### config.mk
export PLATFORM = sky130hd
export DESIGN_NAME = signed_int_to_decimal_ascii
export DESIGN_NICKNAME = d
export VERILOG_FILES = /design/src/hw/rtl/sitda_pkg.sv /design/src/hw/rtl/signed_int_to_decimal_ascii.sv /design/src/hw/rtl/sitda_front.sv /design/src/hw/rtl/sitda_fifo.sv /design/src/hw/rtl/sitda_conv.sv /design/src/hw/rtl/sitda_emit.sv
export SDC_FILE = /design/constraint.sdc
export NUM_CORES = 1
export LEC_CHECK = 0
export BUFFER_PORTS_ARGS = -buffer_cell sky130_fd_sc_hd__buf_2
export CAP_MARGIN = 20
export CELL_PAD_IN_SITES_DETAIL_PLACEMENT = 1
export CELL_PAD_IN_SITES_GLOBAL_PLACEMENT = 1
export CORE_MARGIN = 1
export CORE_UTILIZATION = 50
export DETAILED_ROUTE_END_ITERATION = 12
export MAX_ROUTING_LAYER = met4
export PLACE_DENSITY_LB_ADDON = 0.1
export SLEW_MARGIN = 20
export SYNTH_ARGS = -nofsm -noshare
export SYNTH_HDL_FRONTEND = slang
export SYNTH_HIERARCHICAL = 1
export SYNTH_SLANG_ARGS = --single-unit
### constraint.sdc
create_clock -name clk -period 3.35 [get_ports clk]
set_input_delay 0.1675 -clock clk [delete_from_list [all_inputs] [get_ports clk]]
set_output_delay 0.1675 -clock clk [all_outputs]
set_load 0.01 [all_outputs]
### src/hw/rtl/sitda_pkg.sv
package sitda_pkg;

	localparam logic [5:0] CHAR_ZERO  = 6'd48;
	localparam logic [5:0] CHAR_NINE  = 6'd57;
	localparam logic [5:0] CHAR_MINUS = 6'd45;

	// shift-and-add-3 correction for one BCD digit
	localparam logic [3:0] BCD_ADJ_MIN = 4'd5;
	localparam logic [3:0] BCD_ADJ     = 4'd3;

	typedef enum logic [1:0] {
		CONV_IDLE,
		CONV_SHIFT,
		CONV_DONE
	} conv_state_t;

endpackage

### src/hw/rtl/signed_int_to_decimal_ascii.sv
// Prints a signed VALUE_WIDTH-bit integer as decimal ASCII, one character per output item,
// most significant first, with a leading '-' for negative values and last_char on the final
// character; zero prints as "0". Each number goes through a one-bit-per-cycle shift-and-add-3
// BCD converter. Character output for one number overlaps conversion of the next. An input
// register and a two-entry queue in front of the converter let the input side keep accepting
// while the converter is busy.
module signed_int_to_decimal_ascii #(
	parameter int VALUE_WIDTH = 32
) (
	input  logic                   clk,
	input  logic                   arst_n,
	input  logic                   in_valid,
	output logic                   in_ready,
	input  logic [VALUE_WIDTH-1:0] value,
	output logic                   out_valid,
	input  logic                   out_ready,
	output logic [5:0]             char_code,
	output logic                   last_char
);

	// decimal digits of a VALUE_WIDTH-bit magnitude (1233/4096 ~ log10(2))
	localparam int NUM_DIGITS = (VALUE_WIDTH * 1233) / 4096 + 1;
	localparam int QW         = VALUE_WIDTH + 1;

	logic                    fr_valid;
	logic                    fr_ready;
	logic                    fr_neg;
	logic [VALUE_WIDTH-1:0]  fr_mag;
	logic                    q_valid;
	logic                    q_ready;
	logic [QW-1:0]           q_data;
	logic                    cv_valid;
	logic                    cv_ready;
	logic                    cv_neg;
	logic [4*NUM_DIGITS-1:0] cv_bcd;

	sitda_front #(
		.VALUE_WIDTH(VALUE_WIDTH)
	) u_front (
		.clk      (clk),
		.arst_n   (arst_n),
		.in_valid (in_valid),
		.in_ready (in_ready),
		.value    (value),
		.out_valid(fr_valid),
		.out_ready(fr_ready),
		.out_neg  (fr_neg),
		.out_mag  (fr_mag)
	);

	sitda_fifo #(
		.DATA_WIDTH(QW)
	) u_fifo (
		.clk      (clk),
		.arst_n   (arst_n),
		.in_valid (fr_valid),
		.in_ready (fr_ready),
		.in_data  ({fr_neg, fr_mag}),
		.out_valid(q_valid),
		.out_ready(q_ready),
		.out_data (q_data)
	);

	sitda_conv #(
		.VALUE_WIDTH(VALUE_WIDTH),
		.NUM_DIGITS (NUM_DIGITS)
	) u_conv (
		.clk      (clk),
		.arst_n   (arst_n),
		.in_valid (q_valid),
		.in_ready (q_ready),
		.in_neg   (q_data[QW-1]),
		.in_mag   (q_data[VALUE_WIDTH-1:0]),
		.out_valid(cv_valid),
		.out_ready(cv_ready),
		.out_neg  (cv_neg),
		.out_bcd  (cv_bcd)
	);

	sitda_emit #(
		.NUM_DIGITS(NUM_DIGITS)
	) u_emit (
		.clk      (clk),
		.arst_n   (arst_n),
		.in_valid (cv_valid),
		.in_ready (cv_ready),
		.in_neg   (cv_neg),
		.in_bcd   (cv_bcd),
		.out_valid(out_valid),
		.out_ready(out_ready),
		.char_code(char_code),
		.last_char(last_char)
	);

endmodule

### src/hw/rtl/sitda_front.sv
module sitda_front #(
	parameter int VALUE_WIDTH = 32
) (
	input  logic                   clk,
	input  logic                   arst_n,
	input  logic                   in_valid,
	output logic                   in_ready,
	input  logic [VALUE_WIDTH-1:0] value,
	output logic                   out_valid,
	input  logic                   out_ready,
	output logic                   out_neg,
	output logic [VALUE_WIDTH-1:0] out_mag
);

	logic                   valid_s1;
	logic                   neg_s1;
	logic [VALUE_WIDTH-1:0] mag_s1;

	assign in_ready  = !valid_s1 || out_ready;
	assign out_valid = valid_s1;
	assign out_neg   = neg_s1;
	assign out_mag   = mag_s1;

	// magnitude fits in VALUE_WIDTH unsigned bits, most negative value included
	always_ff @(posedge clk or negedge arst_n) begin
		if (!arst_n) begin
			valid_s1 <= 1'b0;
			neg_s1   <= 1'b0;
			mag_s1   <= '0;
		end else if (in_ready) begin
			valid_s1 <= in_valid;
			if (in_valid) begin
				neg_s1 <= value[VALUE_WIDTH-1];
				mag_s1 <= value[VALUE_WIDTH-1] ? (~value + VALUE_WIDTH'(1)) : value;
			end
		end
	end

endmodule

### src/hw/rtl/sitda_fifo.sv
module sitda_fifo #(
	parameter int DATA_WIDTH = 33
) (
	input  logic                  clk,
	input  logic                  arst_n,
	input  logic                  in_valid,
	output logic                  in_ready,
	input  logic [DATA_WIDTH-1:0] in_data,
	output logic                  out_valid,
	input  logic                  out_ready,
	output logic [DATA_WIDTH-1:0] out_data
);

	logic [DATA_WIDTH-1:0] mem_q [2];
	logic                  wr_ptr_q;
	logic                  rd_ptr_q;
	logic [1:0]            count_q;
	logic                  push;
	logic                  pop;

	assign in_ready  = (count_q != 2'd2);
	assign out_valid = (count_q != 2'd0);
	assign out_data  = mem_q[rd_ptr_q];
	assign push      = in_valid && in_ready;
	assign pop       = out_valid && out_ready;

	always_ff @(posedge clk or negedge arst_n) begin
		if (!arst_n) begin
			wr_ptr_q <= 1'b0;
			rd_ptr_q <= 1'b0;
			count_q  <= 2'd0;
		end else begin
			if (push) begin
				wr_ptr_q <= !wr_ptr_q;
			end
			if (pop) begin
				rd_ptr_q <= !rd_ptr_q;
			end
			case ({push, pop})
				2'b10:   count_q <= count_q + 2'd1;
				2'b01:   count_q <= count_q - 2'd1;
				default: count_q <= count_q;
			endcase
		end
	end

	always_ff @(posedge clk) begin
		if (push) begin
			mem_q[wr_ptr_q] <= in_data;
		end
	end

endmodule

### src/hw/rtl/sitda_conv.sv
module sitda_conv #(
	parameter int VALUE_WIDTH = 32,
	parameter int NUM_DIGITS  = 10
) (
	input  logic                      clk,
	input  logic                      arst_n,
	input  logic                      in_valid,
	output logic                      in_ready,
	input  logic                      in_neg,
	input  logic [VALUE_WIDTH-1:0]    in_mag,
	output logic                      out_valid,
	input  logic                      out_ready,
	output logic                      out_neg,
	output logic [4*NUM_DIGITS-1:0]   out_bcd
);

	localparam int CW = $clog2(VALUE_WIDTH + 1);

	sitda_pkg::conv_state_t state_q;
	sitda_pkg::conv_state_t state_d;

	logic [VALUE_WIDTH-1:0]  mag_q;
	logic [4*NUM_DIGITS-1:0] bcd_q;
	logic [4*NUM_DIGITS-1:0] bcd_adj;
	logic [CW-1:0]           cnt_q;
	logic                    neg_q;

	always_comb begin
		for (int i = 0; i < NUM_DIGITS; i++) begin
			if (bcd_q[4*i +: 4] >= sitda_pkg::BCD_ADJ_MIN) begin
				bcd_adj[4*i +: 4] = bcd_q[4*i +: 4] + sitda_pkg::BCD_ADJ;
			end else begin
				bcd_adj[4*i +: 4] = bcd_q[4*i +: 4];
			end
		end
	end

	always_comb begin
		state_d = state_q;
		case (state_q)
			sitda_pkg::CONV_IDLE: begin
				if (in_valid) state_d = sitda_pkg::CONV_SHIFT;
			end
			sitda_pkg::CONV_SHIFT: begin
				if (cnt_q == CW'(1)) state_d = sitda_pkg::CONV_DONE;
			end
			sitda_pkg::CONV_DONE: begin
				if (out_ready) state_d = sitda_pkg::CONV_IDLE;
			end
			default: state_d = sitda_pkg::CONV_IDLE;
		endcase
	end

	always_comb begin
		in_ready  = 1'b0;
		out_valid = 1'b0;
		case (state_q)
			sitda_pkg::CONV_IDLE:  in_ready  = 1'b1;
			sitda_pkg::CONV_SHIFT: in_ready  = 1'b0;
			sitda_pkg::CONV_DONE:  out_valid = 1'b1;
			default: begin
				in_ready  = 1'b0;
				out_valid = 1'b0;
			end
		endcase
	end

	assign out_neg = neg_q;
	assign out_bcd = bcd_q;

	always_ff @(posedge clk or negedge arst_n) begin
		if (!arst_n) begin
			state_q <= sitda_pkg::CONV_IDLE;
			mag_q   <= '0;
			bcd_q   <= '0;
			cnt_q   <= '0;
			neg_q   <= 1'b0;
		end else begin
			state_q <= state_d;
			if (in_valid && in_ready) begin
				mag_q <= in_mag;
				neg_q <= in_neg;
				bcd_q <= '0;
				cnt_q <= CW'(VALUE_WIDTH);
			end else if (state_q == sitda_pkg::CONV_SHIFT) begin
				// one magnitude bit enters the BCD register per cycle, MSB first
				bcd_q <= {bcd_adj[4*NUM_DIGITS-2:0], mag_q[VALUE_WIDTH-1]};
				mag_q <= {mag_q[VALUE_WIDTH-2:0], 1'b0};
				cnt_q <= cnt_q - CW'(1);
			end
		end
	end

endmodule

### src/hw/rtl/sitda_emit.sv
module sitda_emit #(
	parameter int NUM_DIGITS = 10
) (
	input  logic                    clk,
	input  logic                    arst_n,
	input  logic                    in_valid,
	output logic                    in_ready,
	input  logic                    in_neg,
	input  logic [4*NUM_DIGITS-1:0] in_bcd,
	output logic                    out_valid,
	input  logic                    out_ready,
	output logic [5:0]              char_code,
	output logic                    last_char
);

	localparam int IW = $clog2(NUM_DIGITS);

	logic                    busy_q;
	logic                    neg_q;
	logic [4*NUM_DIGITS-1:0] bcd_q;
	logic [IW-1:0]           idx_q;
	logic [IW-1:0]           msd_idx;
	logic [3:0]              cur_digit;
	logic                    out_valid_q;
	logic [5:0]              char_q;
	logic                    last_q;
	logic                    load;
	logic                    adv;

	// highest nonzero digit; zero keeps index 0 so a single '0' goes out
	always_comb begin
		msd_idx = '0;
		for (int i = 0; i < NUM_DIGITS; i++) begin
			if (in_bcd[4*i +: 4] != 4'd0) msd_idx = IW'(i);
		end
	end

	assign in_ready  = !busy_q;
	assign load      = in_valid && in_ready;
	assign adv       = !out_valid_q || out_ready;
	assign cur_digit = bcd_q[4*idx_q +: 4];

	assign out_valid = out_valid_q;
	assign char_code = char_q;
	assign last_char = last_q;

	always_ff @(posedge clk or negedge arst_n) begin
		if (!arst_n) begin
			busy_q      <= 1'b0;
			neg_q       <= 1'b0;
			bcd_q       <= '0;
			idx_q       <= '0;
			out_valid_q <= 1'b0;
			char_q      <= '0;
			last_q      <= 1'b0;
		end else begin
			if (load) begin
				busy_q <= 1'b1;
				neg_q  <= in_neg;
				bcd_q  <= in_bcd;
				idx_q  <= msd_idx;
			end
			if (adv) begin
				if (busy_q) begin
					out_valid_q <= 1'b1;
					if (neg_q) begin
						char_q <= sitda_pkg::CHAR_MINUS;
						last_q <= 1'b0;
						neg_q  <= 1'b0;
					end else begin
						char_q <= sitda_pkg::CHAR_ZERO + {2'b00, cur_digit};
						last_q <= (idx_q == '0);
						if (idx_q == '0) begin
							busy_q <= 1'b0;
						end else begin
							idx_q <= idx_q - IW'(1);
						end
					end
				end else begin
					out_valid_q <= 1'b0;
				end
			end
		end
	end

	a_load_starts_run: assert property (@(posedge clk) disable iff (!arst_n)
		load |=> busy_q)
		else $error("emitter not busy after taking a number");

	a_more_follows: assert property (@(posedge clk) disable iff (!arst_n)
		(out_valid_q && !last_q) |-> busy_q)
		else $error("non-final item shown but no characters pending");

	a_minus_not_last: assert property (@(posedge clk) disable iff (!arst_n)
		(out_valid_q && char_q == sitda_pkg::CHAR_MINUS) |-> !last_q)
		else $error("minus sign flagged as final character");

	a_char_range: assert property (@(posedge clk) disable iff (!arst_n)
		out_valid_q |-> (char_q == sitda_pkg::CHAR_MINUS ||
			(char_q >= sitda_pkg::CHAR_ZERO && char_q <= sitda_pkg::CHAR_NINE)))
		else $error("character code out of range");

endmodule
## Word-level counts from Yosys, hierarchy flattened

Memories as Yosys holds them, arrays and structs flattened.
Cells that the tools add are included.
Widths: inputs -> output; s select.

- Shift operators: 1
- Magnitude comparators: 10
- Mux-type cells: 52
- Reductions and logical operators: 27
- $add $sub $neg: 16
- Equal/unequal tests: 9
- Bitwise operators: 1

Operators by type and width:

| kind | count |
|---|---|
| $mux 32 | 3 |
| $mux 4 | 22 |
| $mux 40 | 2 |
| $ge 4x3->1 const B | 10 |
| $shiftx 40x7->4 | 1 |
| $add 4x2->4 const B | 9 |
| $reduce_bool 4->1 | 9 |
| $add 32x1->32 const B | 1 |
| $not 32->32 | 1 |
| $mux 6 | 3 |
| $mux 1 | 16 |
| $add 5x5->6 const A | 1 |
| $eq 6x1->1 const B | 1 |
| $mux 2 | 3 |
| $pmux 2 s3 | 1 |
| $reduce_bool 2->1 | 3 |
| $sub 6x1->6 const B | 1 |
| $logic_not 1->1 | 5 |
| $eq 2x1->1 const B | 2 |
| $eq 2x2->1 const B | 2 |
| $logic_not 4->1 | 1 |
| $ne 2x1->1 const B | 2 |
| $ne 2x2->1 const B | 2 |
| $pmux 2 s2 | 1 |
| 10 further kinds | 14 |

- Output and inout bits: 9
- Memory bits (writable): 66
- Memories: 1
- Input bits: 36
- Register bits after elaboration: 173
- Word-level logic and storage cells: 135

Memories:

| memory | depth | bits a word | rd ports | clocked after Yosys merged registers in | write ports | RTL line | RTL |
|---|---|---|---|---|---|---|---|
| u_fifo.mem_q | 2 | 33 | 1 | 0 | 1 | sitda_fifo.sv:14 | `logic [DATA_WIDTH-1:0] mem_q [2];` |

## Logic depth before layout (Yosys ltp)

- Depth after elaboration: 15
- Mapped depth: 8
- Depth with buffers taken out: 7

## Modules after synthesis

Netlist, hierarchy kept.

By module, submodules not included:

| module | cells an instance | seq. area each (sq um) | instances | area each (sq um) |
|---|---|---|---|---|
| sitda_conv | 394 | 2,026.9 | 1 | 4,042.6 |
| sitda_emit | 279 | 1,351.3 | 1 | 2,655.0 |
| sitda_fifo | 120 | 2,082.0 | 1 | 2,593.7 |
| sitda_front | 208 | 850.8 | 1 | 1,920.6 |

## Worst setup path before layout

OpenSTA, ideal clock, no wires.

- Path type: reg2reg
- From: register u_fifo.count_q[0]
- To: memory u_fifo.mem_q[0][0], enable pin
- Clock period less this slack: 2,439 ps
- Library setup time: 423 ps
- Setup slack: 911 ps
- Cell stages (with the launch flop): 4
- Required time: 2,927 ps
- Data arrival time: 2,016 ps
- Path buffers: 0
- Path through: dfrtp_1 > nand2b_1 > nand2_1 > nor2_1

- Longest elaborated chain between the ends: 4

Ends and longest elaborated chain:

| what | RTL line | RTL |
|---|---|---|
| start, declared | sitda_fifo.sv:17 | `logic [1:0] count_q;` |
| start signal, assigned | sitda_fifo.sv:40 | `2'b10: count_q <= count_q + 2'd1;` |
| start signal, assigned | sitda_fifo.sv:41 | `2'b01: count_q <= count_q - 2'd1;` |
| start signal, assigned | sitda_fifo.sv:42 | `default: count_q <= count_q;` |
| $ne 2x2->1 | sitda_fifo.sv:21 | `assign in_ready = (count_q != 2'd2);` |
| via fr_ready | signed_int_to_decimal_ascii.sv:26 | `logic fr_ready;` |
| $logic_and 1x1->1 | sitda_fifo.sv:24 | `assign push = in_valid && in_ready;` |
| $mux 1 | sitda_fifo.sv:48 | `if (push) begin` |
| $mux 1 (not written as such) | sitda_fifo.sv:49 | `mem_q[wr_ptr_q] <= in_data;` |
| end, declared | sitda_fifo.sv:14 |  |

The timed path passes the listed nets, and every way through them passes these cells.

## Worst setup path after layout

- From: input port value[10]
- To: register u_front.mag_s1[25] (netlist: u_front/out_mag[25])

- Longest elaborated chain between the ends: 3

Ends and longest elaborated chain:

| what | RTL line | RTL |
|---|---|---|
| start, declared | signed_int_to_decimal_ascii.sv:14 | `input logic [VALUE_WIDTH-1:0] value,` |
| $not 32->32 | sitda_front.sv:34 | `mag_s1 <= value[VALUE_WIDTH-1] ? (~value + VALUE_WIDTH'(1)) : value;` |
| $add 32x1->32 | sitda_front.sv:34 |  |
| $mux 32 | sitda_front.sv:34 |  |
| end signal, assigned | sitda_front.sv:34 |  |
| end, declared | sitda_front.sv:17 | `logic [VALUE_WIDTH-1:0] mag_s1;` |

Every way passes these cells.
A chain may end at the register's enable or synchronous reset.

==> metrics.cfg <==
[logic_synthesis]
seq_area_frac_synth_pct = 56.3
ys_seq_elements = 239
ys_top_cells_by_count = nand2_1, dfrtp_1, edfxtp_1
synth.area.top_cells = dfrtp_1, edfxtp_1, nand2_1, mux2_2, ha_1
synth_most_common_cell = nand2_1
synth_edf_count = 66
synthCells = 1001
async_reset_ff_share_pct = 72.4
yosysTopAreaCell = dfrtp_1
synth_ff_type = dfrtp_1
synth.top_cell.area_share_pct = 38.6
synth_area_per_cell_sq_um = 11.2
yosys_warnings = 6
netlist_area_sq_um = 11200
synth.distinct_cells = 62
syn_nets = 1062

[sta]
final.setup.tns_ns = 0
setup_viol = 0
hold_viol_final = 0
rsz0062_at_grt = false
max_slew_margin_pct = 41.4
finalCritPeriodShare_pct = 73.6
clock.fmax_ghz = 0.406
max_slew.worst_pin.slew_ns = 0.877
period_minus_slack_ns = 2.47
timing.hold.ws_ns = 0.0133
slew_viol_final = 0
skew_ns = 0.00872

[hold_path]
holdPathEnd = u_front/out_mag[28]$_DFFE_PN0P_
hp-class = input port to register
min_from = value[28]
whs_path_depth = 3

[power]
seqPwrFrac_pct = 43.5
pwr-share-comb_pct = 24.6
p_int_mw = 7.08
vdd_drop_max_mv = 0.403
switching_share_pct = 31.1
p_sw_mw = 3.19
p_clk_share_pct = 31.9
total_power_mw = 10.3
pwr_density_cell_nw_per_um2 = 802
total_leakage_power_nw = 5.66

[clock_tree]
clk_root_buffer_cell = clkbuf_16
clk_latency_ns = 0.52
numCtsBuffers = 26
cts.sinks = 239
clk_path_buf_depth = 3
htree_levels = 1
clkTransAtPathRegs_ns = 0.06
cts_tree = done

[global_route]
overflow = 0
grt_max_degree = 72
antenna_found_initial = 0
grt_pass1_vias = 8025
track_usage_pct = 23.0
grt_pass1_wl_mm = 40.6

[placement]
port_buffers = 44
placedCellCount = 1285
gp_congestion = 0.800
hpwlAfterDp_mm = 15.8

[setup_path]
critPathMaxFanout = 13
cp-start-kind = input port
worst_path_max_delay_cell = or4_4
critPathKind = input port to register
cp_cell_sequence = dlygate4sd3_1 > buf_2 > or4_4 > or4_4 > nor3_1 > nand3_1 > o311ai_0
reg2reg_slack_ns = 0.98
r2r_end = u_emit/idx_q[1]$_DFF_PN0_
cpLargestDelayFamily = simple AND/OR/NAND/NOR gates
ff2ff_path_depth = 6
slowest_delay_ns = 0.60
path_buf_inv = 2
worstPathArrival_ns = 2.87
cp.required_ns = 3.75
path_common_cell = or4_4
cp-end-kind = register
worstReg2RegStart = u_emit/idx_q[0]$_DFF_PN0_

[cells_and_area]
fin_cells = 1352
n_antenna_cell = 0
multi_input_area_sq_um = 4500
final.fill_count = 2321
syn2layout_area_growth_pct = 14.2
utilization_pct = 58.5
nets = 1113
regArea_sq_um = 6310
layout-drive-gt1-share_pct = 15.9

[drt]
drt-initial-drc-count = 278
routed_via_density = 5.60
dr.pass1.iters = 5
avgRoutedWirePerCell_microns = 18.1
antenna_left = 0
drc = 0
routed_wl_mm = 24.5
num_vias = 7573

[die]
die_h_microns = 152
ios = 45
coreArea_sq_um = 21900
initial_utilization_pct = 51.2
rows = 54
dieArea_sq_um = 23000
die_w_microns = 152

[flow_run]
cap_violations = 0

[run_status]
status = completed

layout by cell type (no fill, tap or decap), types with 17 or more instances in the layout:
master	instances
a22oi_1	32
buf_2	43
clkbuf_16	27
dfrtp_1	173
dlygate4sd3_1	19
edfxtp_1	66
ha_1	25
inv_1	31
mux2_2	46
mux2i_1	17
nand2_1	246
o21ai_0	56
o31ai_1	24
xnor2_1	22
xor2_1	34
state kept, by name (all words and copies together) (netlist names):
register and count:
u_fifo/rd_ptr_q 1, u_emit/bcd_q 40, u_emit/char_code 6, u_front/out_neg 1, u_emit/out_valid 1, u_fifo/count_q 2, u_conv/cnt_q 6, u_conv/out_bcd 40
u_emit/neg_q 1, u_fifo/mem_q 66, u_emit/busy_q 1, u_conv/state_q 2, u_emit/last_char 1, u_emit/idx_q 4, u_conv/mag_q 32, u_front/out_valid 1
u_conv/out_neg 1, u_fifo/wr_ptr_q 1, u_front/out_mag 32
metrics by stage:
stage	area (sq um)	setup WS, ns
final	12800	0.884
after global routing	12800	0.671
after CTS	12800	0.903
after detailed placement	11600	0.912
after global placement	11600	0.997
after floorplan	11200	0.911
worst max-delay path by stage:
stage | from | end | slack, ns | cells past startpoint
after global routing | value[10] | u_front/out_mag[25]$_DFFE_PN0P_ | 0.67 | 7
after detailed placement | value[10] | u_front/out_mag[27]$_DFFE_PN0P_ | 0.91 | 5
after global placement | value[10] | u_front/out_mag[27]$_DFFE_PN0P_ | 1.0 | 5
after floorplan | u_fifo/count_q[0]$_DFFE_PN0P_ | u_fifo/mem_q[0][0]$_DFFE_PP_ | 0.91 | 3
after CTS | value[10] | u_front/out_mag[27]$_DFFE_PN0P_ | 0.90 | 7
final | value[10] | u_front/out_mag[25]$_DFFE_PN0P_ | 0.88 | 7
logic make-up after synthesis:
family | after synthesis | synth area share (%)
AND/OR/NAND/NOR | 338 | 13.5
AO/OA/AOI/OAI | 189 | 11.7
buffers and inverters | 85 | 3.82
multiplexers | 69 | 7.51
XOR/XNOR | 56 | 4.37
flip-flops | 239 | 56.3
adder cells (fa/ha/maj) | 25 | 2.79
power by group through the flow:
stage	registers, mW	logic, mW	clock network, mW
floorplan	4.26	2.07	0
global placement	4.45	2.41	0
detailed placement	4.52	2.50	0
CTS	4.48	2.57	3.34
global route	4.57	2.83	3.44
finish	4.47	2.53	3.28
repair_timing:
| item | 4_1_cts | 5_1_grt |
|---|---|---|
| setup buffers | 0 | 0 |
| resized for setup | 0 | 0 |
| hold endpoints to repair | 82 | 0 |
| hold buffers | 19 | 0 |
| endpoints found under the setup margin | 0 | 0 |
area by class of cell:
class                           instances  area share (%)
Sequential cell                       239            49.3
Multi-Input combinational cell        677            35.2
Clock inverter                         15            2.14
Clock buffer                           33            5.61
Tap cell                              280            2.74
Inverter                               31           0.909
Timing Repair Buffer                   77            4.17
layer usage:
metal	part of all wire (%)	routed length [microns]	up-vias	track usage (%)
met2	51	12500	117	39.8
met4	1.8	431	0	5.79
met1	44	10900	3779	28.6
met3	2.8	688	33	2.75
met5	0	0	-	-
li1	-	-	3644	-
tightest hold or removal path, stage by stage:
cell and delay, ns:
buf_2 0.11, xor2_1 0.06, o21ai_0 0.15
(Power assumes the default switching activity.)
